**config.mk**
```make
export PLATFORM = sky130hd
export DESIGN_NAME = tpge_ctrl
export DESIGN_NICKNAME = d
export VERILOG_FILES = /design/src/rtl/typewriter_page_grid_editor_macros.svh /design/src/rtl/tpge_pkg.sv /design/src/rtl/tpge_ctrl.sv
export SDC_FILE = /design/constraint.sdc
export NUM_CORES = 1
export LEC_CHECK = 0
export ABC_CLOCK_PERIOD_IN_PS = 2200
export BUFFER_PORTS_ARGS = -buffer_cell sky130_fd_sc_hd__buf_4
export CORE_ASPECT_RATIO = 0.75
export CORE_UTILIZATION = 50
export DETAILED_ROUTE_END_ITERATION = 6
export GPL_ROUTABILITY_DRIVEN = 0
export PLACE_DENSITY = 0.86
export SETUP_SLACK_MARGIN = 0.4
export SKIP_LAST_GASP = 1
export SLEW_MARGIN = 20
export SYNTH_ARGS = -nofsm -noshare
export SYNTH_HDL_FRONTEND = slang
export SYNTH_SLANG_ARGS = --single-unit
```
**constraint.sdc**
```tcl
create_clock -name clk -period 2.2 [get_ports clk]
set_clock_uncertainty 0.05 [all_clocks]
set_input_delay 0.55 -clock clk [delete_from_list [all_inputs] [get_ports clk]]
set_output_delay 0.55 -clock clk [all_outputs]
set_load 0.02 [all_outputs]
```
**src/rtl/typewriter_page_grid_editor_macros.svh**
```systemverilog
// ---------------------------------------------------------------------------
// Typewriter page grid editor assertion macros
// Shared property forms for the concurrent checks of the editor.
// ---------------------------------------------------------------------------
`ifndef TYPEWRITER_PAGE_GRID_EDITOR_MACROS_SVH
`define TYPEWRITER_PAGE_GRID_EDITOR_MACROS_SVH

// Consequent must hold in the same cycle as the antecedent.
`define TPGE_ASSERT_SAME(label, ante, cons, msg) \
    label: assert property (@(posedge clk) disable iff (!rst_n) (ante) |-> (cons)) \
        else $error(msg);

// Consequent must hold in the cycle after the antecedent.
`define TPGE_ASSERT_NEXT(label, ante, cons, msg) \
    label: assert property (@(posedge clk) disable iff (!rst_n) (ante) |=> (cons)) \
        else $error(msg);

`endif

```
**src/rtl/tpge_pkg.sv**
```systemverilog
// ---------------------------------------------------------------------------
// tpge_pkg
// Shared sizes, codes, item layouts and controller/datapath types.
// ---------------------------------------------------------------------------
`timescale 1ns / 1ps

package tpge_pkg;

    localparam int MAX_COLS  = 128;
    localparam int MAX_ROWS  = 64;
    localparam int MAX_PAGES = 8;

    localparam int COL_W  = $clog2(MAX_COLS);
    localparam int ROW_W  = $clog2(MAX_ROWS);
    localparam int PAGE_W = $clog2(MAX_PAGES);
    localparam int CNT_W  = PAGE_W + 1;
    localparam int ADDR_W = PAGE_W + ROW_W + COL_W;
    localparam int BLK_W  = ROW_W + COL_W;

    localparam int IN_W       = 27;
    localparam int OUT_W      = 29;
    localparam int TDATA_W    = 32;

    localparam logic [7:0] SPACE      = 8'h20;
    localparam logic [7:0] CH_NEWLINE = 8'h0A;
    localparam logic [7:0] CH_RETURN  = 8'h0D;

    localparam logic [2:0] OP_TYPE  = 3'd0;
    localparam logic [2:0] OP_BACK  = 3'd1;
    localparam logic [2:0] OP_DEL   = 3'd2;
    localparam logic [2:0] OP_CLEAR = 3'd3;
    localparam logic [2:0] OP_READ  = 3'd4;

    localparam logic [1:0] CFG_LINE_WIDTH  = 2'd0;
    localparam logic [1:0] CFG_PAGE_HEIGHT = 2'd1;
    localparam logic [1:0] CFG_INSERT      = 2'd2;
    localparam logic [1:0] CFG_WRAP        = 2'd3;

    localparam logic [PAGE_W-1:0] PAGE_LAST = PAGE_W'(MAX_PAGES - 1);

    typedef struct packed {
        logic [6:0] read_col;
        logic [5:0] read_row;
        logic [2:0] read_page;
        logic [7:0] char_code;
        logic [2:0] opcode;
    } tpge_in_t;

    typedef struct packed {
        logic       page_limit_hit;
        logic [7:0] cell_value;
        logic [3:0] pages_used;
        logic [6:0] cursor_col;
        logic [5:0] cursor_row;
        logic [2:0] cursor_page;
    } tpge_out_t;

    typedef enum logic [5:0] {
        U_NOP, U_START, U_CLEAR, U_BLANK, U_RD_CELL, U_CELL_OUT,
        U_BS_COL, U_BS_ROW, U_BS_PAGE, U_PS_RD, U_PS_CHK,
        U_DEL_INIT, U_DL_RD, U_DL_WR, U_WR_LAST, U_WR_CUR_SP,
        U_INS_INIT, U_IN_RD, U_IN_WR, U_WR_CHAR,
        U_NEWLINE, U_CR, U_NP_GO, U_NP_FAIL_NL, U_NP_FAIL_HW,
        U_SW_INIT, U_SW_RD, U_SW1_CHK, U_SW2_CHK, U_SW3_INIT, U_SW3_RD, U_K_INC,
        U_SW_TGT, U_CP_RD, U_CP_WR, U_CP_SP, U_OLD_INIT, U_OLD_BL, U_SW_FIN
    } tpge_uop_t;

    typedef struct packed {
        logic [2:0] op;
        logic       ch_nl;
        logic       ch_cr;
        logic       ch_ctl;
        logic       shift_ok;
        logic       col_end;
        logic       row_last;
        logic       col_zero;
        logic       row_zero;
        logic       page_zero;
        logic       np_over;
        logic       np_new;
        logic       rd_space;
        logic       k_zero;
        logic       k_end;
        logic       del_end;
        logic       ins_end;
        logic       src_in;
        logic       ps_end;
        logic       blank_end;
        logic       wrap_en;
    } tpge_stat_t;

    function automatic logic [ADDR_W-1:0] cell_addr(
        input logic [PAGE_W-1:0] p,
        input logic [ROW_W-1:0]  r,
        input logic [COL_W-1:0]  c
    );
        return {p, r, c};
    endfunction

endpackage

```
**src/rtl/tpge_ctrl.sv**
```systemverilog
// ---------------------------------------------------------------------------
// tpge_ctrl
// Sequencer that walks each keystroke through datapath micro-ops.
// ---------------------------------------------------------------------------
`timescale 1ns / 1ps

module tpge_ctrl
    import tpge_pkg::*;
(
    input  logic       clk,
    input  logic       rst_n,
    input  logic       in_valid,
    input  logic       out_free,
    input  tpge_stat_t stat,
    output tpge_uop_t  uop,
    output logic       in_ready,
    output logic       done
);

    typedef enum logic [5:0] {
        S_BLANK, S_IDLE, S_DISP, S_READ, S_CELL, S_DONE,
        S_DEL, S_DL_RD, S_DL_WR, S_WR_LAST, S_WR_CUR, S_PS_RD, S_PS_CHK,
        S_IN_RD, S_IN_WR, S_WCHAR,
        S_SW_START, S_SW1_RD, S_SW1_CHK, S_SW2_RD, S_SW2_CHK,
        S_SW3, S_SW3_RD, S_SW3_CHK, S_SW_TGT, S_CP, S_CP_WR,
        S_OLD_INIT, S_OLD_BL, S_SW_FIN, S_HW, S_NP
    } state_t;

    typedef enum logic [1:0] {
        R_IDLE, R_DONE, R_COPY
    } ret_t;

    state_t state_reg, state_next;
    ret_t   ret_reg, ret_next;
    logic   hw_reg, hw_next;

    always_comb
    begin
        state_next = state_reg;
        ret_next   = ret_reg;
        hw_next    = hw_reg;
        uop        = U_NOP;
        in_ready   = 1'b0;
        done       = 1'b0;
        case (state_reg)
            S_BLANK:
            begin
                uop = U_BLANK;
                if (stat.blank_end)
                begin
                    case (ret_reg)
                        R_IDLE:  state_next = S_IDLE;
                        R_COPY:  state_next = S_CP;
                        default: state_next = S_DONE;
                    endcase
                end
            end
            S_IDLE:
            begin
                in_ready = 1'b1;
                if (in_valid)
                begin
                    uop        = U_START;
                    state_next = S_DISP;
                end
            end
            S_DISP:
            begin
                case (stat.op)
                    OP_TYPE:
                    begin
                        if (stat.ch_nl)
                        begin
                            uop = U_NEWLINE;
                            hw_next = 1'b0;
                            state_next = stat.row_last ? S_NP : S_DONE;
                        end
                        else if (stat.ch_cr)
                        begin
                            uop = U_CR;
                            state_next = S_DONE;
                        end
                        else if (stat.ch_ctl)
                            state_next = S_DONE;
                        else if (stat.shift_ok)
                        begin
                            uop = U_INS_INIT;
                            state_next = S_IN_RD;
                        end
                        else
                            state_next = S_WCHAR;
                    end
                    OP_BACK:
                    begin
                        if (!stat.col_zero)
                        begin
                            uop = U_BS_COL;
                            state_next = S_DEL;
                        end
                        else if (!stat.row_zero)
                        begin
                            uop = U_BS_ROW;
                            state_next = S_DEL;
                        end
                        else if (stat.page_zero)
                            state_next = S_DONE;
                        else
                        begin
                            uop = U_BS_PAGE;
                            state_next = S_PS_RD;
                        end
                    end
                    OP_DEL:
                        state_next = S_DEL;
                    OP_CLEAR:
                    begin
                        uop = U_CLEAR;
                        ret_next = R_DONE;
                        state_next = S_BLANK;
                    end
                    OP_READ:
                        state_next = S_READ;
                    default:
                        state_next = S_DONE;
                endcase
            end
            S_READ:
            begin
                uop = U_RD_CELL;
                state_next = S_CELL;
            end
            S_CELL:
            begin
                uop = U_CELL_OUT;
                state_next = S_DONE;
            end
            S_DEL:
            begin
                if (stat.shift_ok)
                begin
                    uop = U_DEL_INIT;
                    state_next = S_DL_RD;
                end
                else
                begin
                    uop = U_WR_CUR_SP;
                    state_next = S_DONE;
                end
            end
            S_DL_RD:
            begin
                uop = U_DL_RD;
                state_next = S_DL_WR;
            end
            S_DL_WR:
            begin
                uop = U_DL_WR;
                state_next = stat.del_end ? S_WR_LAST : S_DL_RD;
            end
            S_WR_LAST:
            begin
                uop = U_WR_LAST;
                state_next = S_DONE;
            end
            S_WR_CUR:
            begin
                uop = U_WR_CUR_SP;
                state_next = S_DONE;
            end
            S_PS_RD:
            begin
                uop = U_PS_RD;
                state_next = S_PS_CHK;
            end
            S_PS_CHK:
            begin
                uop = U_PS_CHK;
                if (!stat.rd_space)
                    state_next = S_WR_CUR;
                else if (stat.ps_end)
                    state_next = S_DONE;
                else
                    state_next = S_PS_RD;
            end
            S_IN_RD:
            begin
                uop = U_IN_RD;
                state_next = S_IN_WR;
            end
            S_IN_WR:
            begin
                uop = U_IN_WR;
                state_next = stat.ins_end ? S_WCHAR : S_IN_RD;
            end
            S_WCHAR:
            begin
                uop = U_WR_CHAR;
                if (!stat.col_end)
                    state_next = S_DONE;
                else if (stat.wrap_en)
                    state_next = S_SW_START;
                else
                    state_next = S_HW;
            end
            S_SW_START:
            begin
                uop = U_SW_INIT;
                state_next = S_SW1_RD;
            end
            S_SW1_RD:
            begin
                uop = U_SW_RD;
                state_next = S_SW1_CHK;
            end
            S_SW1_CHK:
            begin
                uop = U_SW1_CHK;
                if (stat.k_zero)
                    state_next = S_HW;
                else if (!stat.rd_space)
                    state_next = S_SW2_RD;
                else
                    state_next = S_SW1_RD;
            end
            S_SW2_RD:
            begin
                uop = U_SW_RD;
                state_next = S_SW2_CHK;
            end
            S_SW2_CHK:
            begin
                uop = U_SW2_CHK;
                if (stat.rd_space)
                    state_next = S_SW3;
                else if (stat.k_zero)
                    state_next = S_HW;
                else
                    state_next = S_SW2_RD;
            end
            S_SW3:
            begin
                if (!stat.row_last)
                begin
                    uop = U_SW3_INIT;
                    state_next = S_SW3_RD;
                end
                else if (stat.np_over)
                    state_next = S_HW;
                else
                    state_next = S_SW_TGT;
            end
            S_SW3_RD:
            begin
                uop = U_SW3_RD;
                state_next = S_SW3_CHK;
            end
            S_SW3_CHK:
            begin
                uop = U_K_INC;
                if (!stat.rd_space)
                    state_next = S_HW;
                else if (stat.k_end)
                    state_next = S_SW_TGT;
                else
                    state_next = S_SW3_RD;
            end
            S_SW_TGT:
            begin
                uop = U_SW_TGT;
                if (stat.row_last && stat.np_new)
                begin
                    ret_next = R_COPY;
                    state_next = S_BLANK;
                end
                else
                    state_next = S_CP;
            end
            S_CP:
            begin
                if (stat.src_in)
                begin
                    uop = U_CP_RD;
                    state_next = S_CP_WR;
                end
                else
                begin
                    uop = U_CP_SP;
                    state_next = stat.k_end ? S_OLD_INIT : S_CP;
                end
            end
            S_CP_WR:
            begin
                uop = U_CP_WR;
                state_next = stat.k_end ? S_OLD_INIT : S_CP;
            end
            S_OLD_INIT:
            begin
                uop = U_OLD_INIT;
                state_next = S_OLD_BL;
            end
            S_OLD_BL:
            begin
                uop = U_OLD_BL;
                if (stat.k_end)
                    state_next = S_SW_FIN;
            end
            S_SW_FIN:
            begin
                uop = U_SW_FIN;
                state_next = S_DONE;
            end
            S_HW:
            begin
                uop = U_NEWLINE;
                hw_next = 1'b1;
                state_next = stat.row_last ? S_NP : S_DONE;
            end
            S_NP:
            begin
                if (stat.np_over)
                begin
                    uop = hw_reg ? U_NP_FAIL_HW : U_NP_FAIL_NL;
                    state_next = S_DONE;
                end
                else
                begin
                    uop = U_NP_GO;
                    if (stat.np_new)
                    begin
                        ret_next = R_DONE;
                        state_next = S_BLANK;
                    end
                    else
                        state_next = S_DONE;
                end
            end
            S_DONE:
            begin
                if (out_free)
                begin
                    done = 1'b1;
                    state_next = S_IDLE;
                end
            end
            default:
                state_next = S_IDLE;
        endcase
    end

    // After reset the sequencer first blanks page 0, then goes idle.
    always_ff @(posedge clk or negedge rst_n)
    begin
        if (!rst_n)
        begin
            state_reg <= S_BLANK;
            ret_reg   <= R_IDLE;
            hw_reg    <= 1'b0;
        end
        else
        begin
            state_reg <= state_next;
            ret_reg   <= ret_next;
            hw_reg    <= hw_next;
        end
    end

endmodule
```
==> metrics.log, run 1 <==
[metrics] result of the run: stopped before the end
[metrics] Stopped at: global routing (5_1_grt)
[metrics] error msg: [ERROR GRT-0232] Routing congestion too high. Check the congestion heatmap in the GUI.
[metrics] unique cell type count in the Yosys netlist: 62
[metrics] HPWL after detailed placement: 5.219 mm
[metrics] Worst endpoint type: primary output
[metrics] total standard cell area after synthesis: 1612 um2
[metrics] height of the die: 51.17 um
[metrics] total overflow reported by the global router: 41
[metrics] placed cells: 355
[metrics] asr flop ratio synth: 100.0%
[metrics] Port-buffer cells: 34
[metrics] Top-Level Pins: 35
[metrics] width of the chip: 67.56 um
[metrics] GRT Resource Usage Total: 77.79%
[metrics] synthesis warning total: 0
[metrics] Post-synth EDFFs: 0
[metrics] number of standard-cell rows in the floorplan: 17
[metrics] sequential share of the synthesized area: 12.42%
[metrics] main flop type after synthesis: sky130_fd_sc_hd__dfrtp_1
[metrics] Syn Inst Count: 244
[metrics] register bit total from synthesis: 8
[metrics] Syn Nets: 271
[metrics] cell area after placement: 2312 um2
[metrics] Root Buffer: sky130_fd_sc_hd__clkbuf_8
[metrics] pin count of the biggest net entering global routing: 17
[metrics] worst endpoint after global-route timing repair: uop[3]
[metrics] starting utilization of the core area: 53.73%
[metrics] CTS H-tree depth: 1
[metrics] buffers from clock root to sink, at most: 2
[metrics] TritonCTS Sinks: 8
[metrics] per-instance average area after synthesis: 6.605 um2
[metrics] total clock buffers created by CTS: 3
-- kinds of logic after synthesis --
family | count (synthesis) | synth area share, %
AND/OR/NAND/NOR | 110 | 37.35
AO/OA/AOI/OAI | 91 | 39.44
buffers and inverters | 32 | 9.084
flip-flops | 8 | 12.42
XOR/XNOR | 2 | 1.087
multiplexers | 1 | 0.6211
-- routing by layer --
metal	track usage, %	overflow
met3	61.16	1
met5	25.00	0
met4	78.37	19
met1	78.84	1
met2	93.40	20
-- synth_stat cells (4+ instances only) --
| master | number | area share, % |
|---|---|---|
| sky130_fd_sc_hd__nor2b_1 | 8 | 3.1 |
| sky130_fd_sc_hd__a311oi_1 | 5 | 2.7 |
| sky130_fd_sc_hd__o21ai_0 | 19 | 5.9 |
| sky130_fd_sc_hd__nor3_1 | 9 | 2.8 |
| sky130_fd_sc_hd__nand2_1 | 20 | 4.7 |
| sky130_fd_sc_hd__o31ai_1 | 4 | 1.9 |
| sky130_fd_sc_hd__dfrtp_1 | 8 | 12 |
| sky130_fd_sc_hd__o211ai_1 | 4 | 1.9 |
| sky130_fd_sc_hd__a31oi_1 | 6 | 2.3 |
| sky130_fd_sc_hd__buf_2 | 12 | 3.7 |
| sky130_fd_sc_hd__nand3_1 | 7 | 2.2 |
| sky130_fd_sc_hd__nor3b_1 | 4 | 1.9 |
| sky130_fd_sc_hd__clkbuf_1 | 8 | 1.9 |
| sky130_fd_sc_hd__o21bai_1 | 4 | 1.9 |
| sky130_fd_sc_hd__nand2b_1 | 11 | 4.3 |
| sky130_fd_sc_hd__a21oi_1 | 16 | 5.0 |
| sky130_fd_sc_hd__nor4_1 | 5 | 1.9 |
| sky130_fd_sc_hd__nor2_1 | 21 | 4.9 |
| sky130_fd_sc_hd__inv_1 | 10 | 2.3 |
| sky130_fd_sc_hd__o22ai_1 | 4 | 1.6 |
-- timing repair --
action | 4_1_cts
setup endpoints to repair | 15
buffers inserted | 12
endpoints found under the hold margin | 0
hold buffers | 0
resized for setup | 36
pin swaps | 9
gates cloned | 1
-- per-stage QoR --
stage	util, %	setup WS, ns
CTS	87.23	-0.4513
detailed placement	77.10	-0.2259
global placement	77.10	-0.1700
floorplan	-	-0.2034
==> inputs of run 2 (changes only) <==
ABC_CLOCK_PERIOD_IN_PS = 2900   (was 2200)
CORE_ASPECT_RATIO = default   (was 0.75)
CORE_UTILIZATION = 35   (was 50)
PLACE_DENSITY = default   (was 0.86)
PLACE_DENSITY_LB_ADDON = 0.15   (was default)
SETUP_SLACK_MARGIN = default   (was 0.4)
clock period = 2.9 ns   (was 2.2 ns; I/O delays follow)
==> metrics.log, run 2 <==
[metrics] wire per inst: 18.17 um
[metrics] reg2reg start: state_reg[2]
[metrics] Syn Inst Count: 244 (unchanged)
[metrics] total standard cell area after synthesis: 1612 um2 (unchanged)
[metrics] Post-Route WL: 5.995 mm
[metrics] final-stage net count: 307
[metrics] Max Transition Viols Final: 0
[metrics] growth of design area from synthesis to finish: 25.85%
[metrics] pin count of the biggest net entering global routing: 27
[metrics] filler cell count: 478
[metrics] Worst Path Arrival: 2.08 ns
[metrics] Final Total Pwr: 1872 uW
[metrics] class of the most critical hold timing path: input pin to async pin
[metrics] Static Leak: 0.0008045 uW
[metrics] Peak VDD IR: 0.3544 mV
[metrics] total clock buffers created by CTS: 3 (unchanged)
[metrics] cell area after placement: 1971 um2 (-15%)
[metrics] CTS H-tree depth: 1 (unchanged)
[metrics] top post-synthesis cells by count: 21 x sky130_fd_sc_hd__nor2_1, 20 x sky130_fd_sc_hd__nand2_1, 19 x sky130_fd_sc_hd__o21ai_0, 16 x sky130_fd_sc_hd__a21oi_1, 12 x sky130_fd_sc_hd__buf_2
[metrics] peak fanout along the critical path: 5
[metrics] final number of setup-violating endpoints: 0
[metrics] router iterations before antenna repair: 5
[metrics] vias in the first global route: 1,888
[metrics] most common cell after layout, fill and taps aside: sky130_fd_sc_hd__buf_4
[metrics] hold slack: 0.2585 ns
[metrics] share of the synthesized area in compound gates (AO/OA/AOI/OAI): 39.44% (unchanged)
[metrics] total overflow reported by the global router: 0
[metrics] synthesis warning total: 0 (unchanged)
[metrics] part of the cycle the worst path needs: 98.49%
[metrics] clock tree from TritonCTS: done
[metrics] Finished Core Util: 46.26%
[metrics] asr flop ratio synth: 100.0% (unchanged)
[metrics] launch point of the critical path: state_reg[2]
[metrics] Syn Nets: 271 (unchanged)
[metrics] height of the die: 69.86 um (+37%)
[metrics] nature of the critical path startpoint: flip-flop
[metrics] number of standard-cell rows in the floorplan: 24 (+7)
[metrics] DR iter-0 viols: 226
[metrics] power density of the placed cells: 923.0 nW/um2
[metrics] worst slew margin relative to its limit: 68.36%
[metrics] Largest register FFs: 5
[metrics] routed via count: 2,070
[metrics] Logic pwr share: 80.3%
[metrics] HPWL after detailed placement: 4.617 mm (-12%)
[metrics] synth top area cells: sky130_fd_sc_hd__dfrtp_1 12%, sky130_fd_sc_hd__o21ai_0 5.9%, sky130_fd_sc_hd__a21oi_1 5.0%, sky130_fd_sc_hd__nor2_1 4.9%, sky130_fd_sc_hd__nand2_1 4.7%
[metrics] Die Area: 4880 um2
[metrics] top library cells by usage in the layout, fill and taps aside: 52 x sky130_fd_sc_hd__buf_4, 21 x sky130_fd_sc_hd__nor2_1, 20 x sky130_fd_sc_hd__nand2_1
[metrics] Post-synth EDFFs: 0 (unchanged)
[metrics] footprint of the multi-input gates: 1271 um2
[metrics] Register Area: 202.7 um2
[metrics] cell depth of the worst flop-to-flop path: 7
[metrics] Max Clk Rate: 0.3501 GHz
[metrics] clock-pin slew reported for the worst setup and hold paths after clock tree synthesis: 0.04 ns
[metrics] sum of routed wire segments on met1: 2.584 mm
[metrics] sum of negative setup slack: 0 ns
[metrics] unique cell type count in the Yosys netlist: 62 (unchanged)
[metrics] GRT Resource Usage Total: 24.67%
[metrics] Worst Setup Path Type: flip-flop to output pin
[metrics] Int Pwr: 907.7 uW
[metrics] multiplexer share of the synthesized area: 0.6211% (unchanged)
[metrics] portion of total power attributed to the clock network: 6.9%
[metrics] per-instance average area after synthesis: 6.605 um2 (unchanged)
[metrics] RSZ-0062 raised after global routing: yes
[metrics] Std-Cell Core Area: 4384 um2
[metrics] met3 wire len: 549 um
[metrics] clock latency on the worst-skew pair: 0.22 ns
[metrics] switching fraction of total power: 51.51%
[metrics] remaining number of nets flagged by the antenna check after routing: 0
[metrics] number of hold violations in the final report: 0
[metrics] buffers from clock root to sink, at most: 2 (unchanged)
[metrics] main flop type after synthesis: sky130_fd_sc_hd__dfrtp_1
[metrics] Seq pwr share: 12.8%
[metrics] width of the chip: 69.86 um (+3.4%)
[metrics] adder and majority gate portion of the synthesized area: 0% (unchanged)
[metrics] post-synthesis share of cell area spent on and, or, nand and nor gates: 37.34% (unchanged)
[metrics] register bit total from synthesis: 8 (unchanged)
[metrics] result of the run: complete, no violations
[metrics] number of maximum-capacitance violations: 0
[metrics] TritonCTS Sinks: 8 (unchanged)
[metrics] time the final worst path needs with I/O delays and setup: 2.856 ns
[metrics] combinational family with the most area after synthesis: compound AO/OA/AOI/OAI gates
[metrics] wire length of the first global-routing pass: 9.660 mm
[metrics] Top-Level Pins: 35 (unchanged)
[metrics] via count normalized by instance count: 6.273
[metrics] starting utilization of the core area: 36.76% (-17 points)
[metrics] post-layout instance area: 2028 um2
[metrics] area share of the largest cell type after synthesis: 12.42% (unchanged)
[metrics] most numerous cell in the Yosys netlist: sky130_fd_sc_hd__nor2_1
[metrics] switching component of the power: 964.3 uW
[metrics] required arrival time at the worst endpoint: 2.12 ns
[metrics] sequential share of the synthesized area: 12.42% (unchanged)
[metrics] top layer in use: met4
[metrics] number of antenna violations at the first check in global routing: 0
[metrics] post-detailed-route DRC marker count: 0
[metrics] fraction of layout cells with a size suffix above 1: 23.74%
[metrics] met2 wire length: 2.811 mm
[metrics] Worst Max-Slew Pin Slew: 0.4746 ns
[metrics] count of inserted antenna diode cells: 0
[metrics] Root Buffer: sky130_fd_sc_hd__clkbuf_8
[metrics] Port-buffer cells: 34 (unchanged)
[metrics] largest area contributor in the synthesized netlist: sky130_fd_sc_hd__dfrtp_1
[metrics] Post-Synth XOR/XNOR Area: 1.087% (unchanged)
[metrics] CP Capture Type: output pin
run 2: final timing paths:
path                                endpoint  slack, ns
max in group asynchronous       state_reg[4]       2.40
min in group clk                  ret_reg[0]       0.50
worst min-delay path            state_reg[2]       0.26
worst max-delay path                  uop[2]       0.04
worst max register to register  state_reg[0]       0.91
worst min register to register    ret_reg[0]       0.50
run 2: cell type report:
| type | instances | area share, % |
|---|---|---|
| Inverter | 10 | 1.851 |
| Multi-Input combinational cell | 204 | 62.68 |
| Sequential cell | 8 | 9.994 |
| Timing Repair Buffer | 53 | 20.23 |
| Clock buffer | 3 | 2.036 |
| Tap cell | 52 | 3.208 |
run 2: power groups by stage:
stage | Clock [uW] | Sequential [uW] | Combinational (uW)
after detailed placement | 0 | 232 | 1460
after floorplan | 0 | 178 | 1020
after global placement | 0 | 236 | 1480
after CTS | 131 | 233 | 1470
after global routing | 137 | 243 | 1630
final | 129 | 239 | 1500
run 2: critical path, stage by stage, from the launching register on:
cell                       delay [ns]
sky130_fd_sc_hd__dfrtp_1         0.39
sky130_fd_sc_hd__or3_4           0.42
sky130_fd_sc_hd__or4_4           0.54
sky130_fd_sc_hd__a311oi_2        0.24
sky130_fd_sc_hd__or4_1           0.14
sky130_fd_sc_hd__buf_4           0.13
run 2: timing repair:
item | in CTS | in global routing
gates resized for setup | 0 | 3
hold buffers | 0 | 0
buffers inserted | 0 | 1
endpoints found under the setup margin | 0 | 3
endpoints found under the hold margin | 0 | 0
run 2: kinds of logic after synthesis:
group	after synthesis
muxes	1
and+or+nand+nor	110
xor gates and xnor gates	2
buffers and inverters	32
DFF	8
AOI/OAI and AO/OA	91
run 2: metal layers:
layer | GRT usage (%) | vias to the layer above
li1 | - | 998
met1 | 35.75 | 943
met3 | 3.896 | 9
met4 | 2.889 | 0
met2 | 39.64 | 120
met5 | 0 | -
run 2: per-stage QoR:
step | setup slack [ns] | cells
after CTS | 0.006651 | 329
after global placement | 0.1430 | 326
after floorplan | 0.2196 | 244
after detailed placement | 0.1322 | 326
after global routing | -0.05409 | 330
final | 0.04389 | 330
Power figures use the tool's default switching activity.
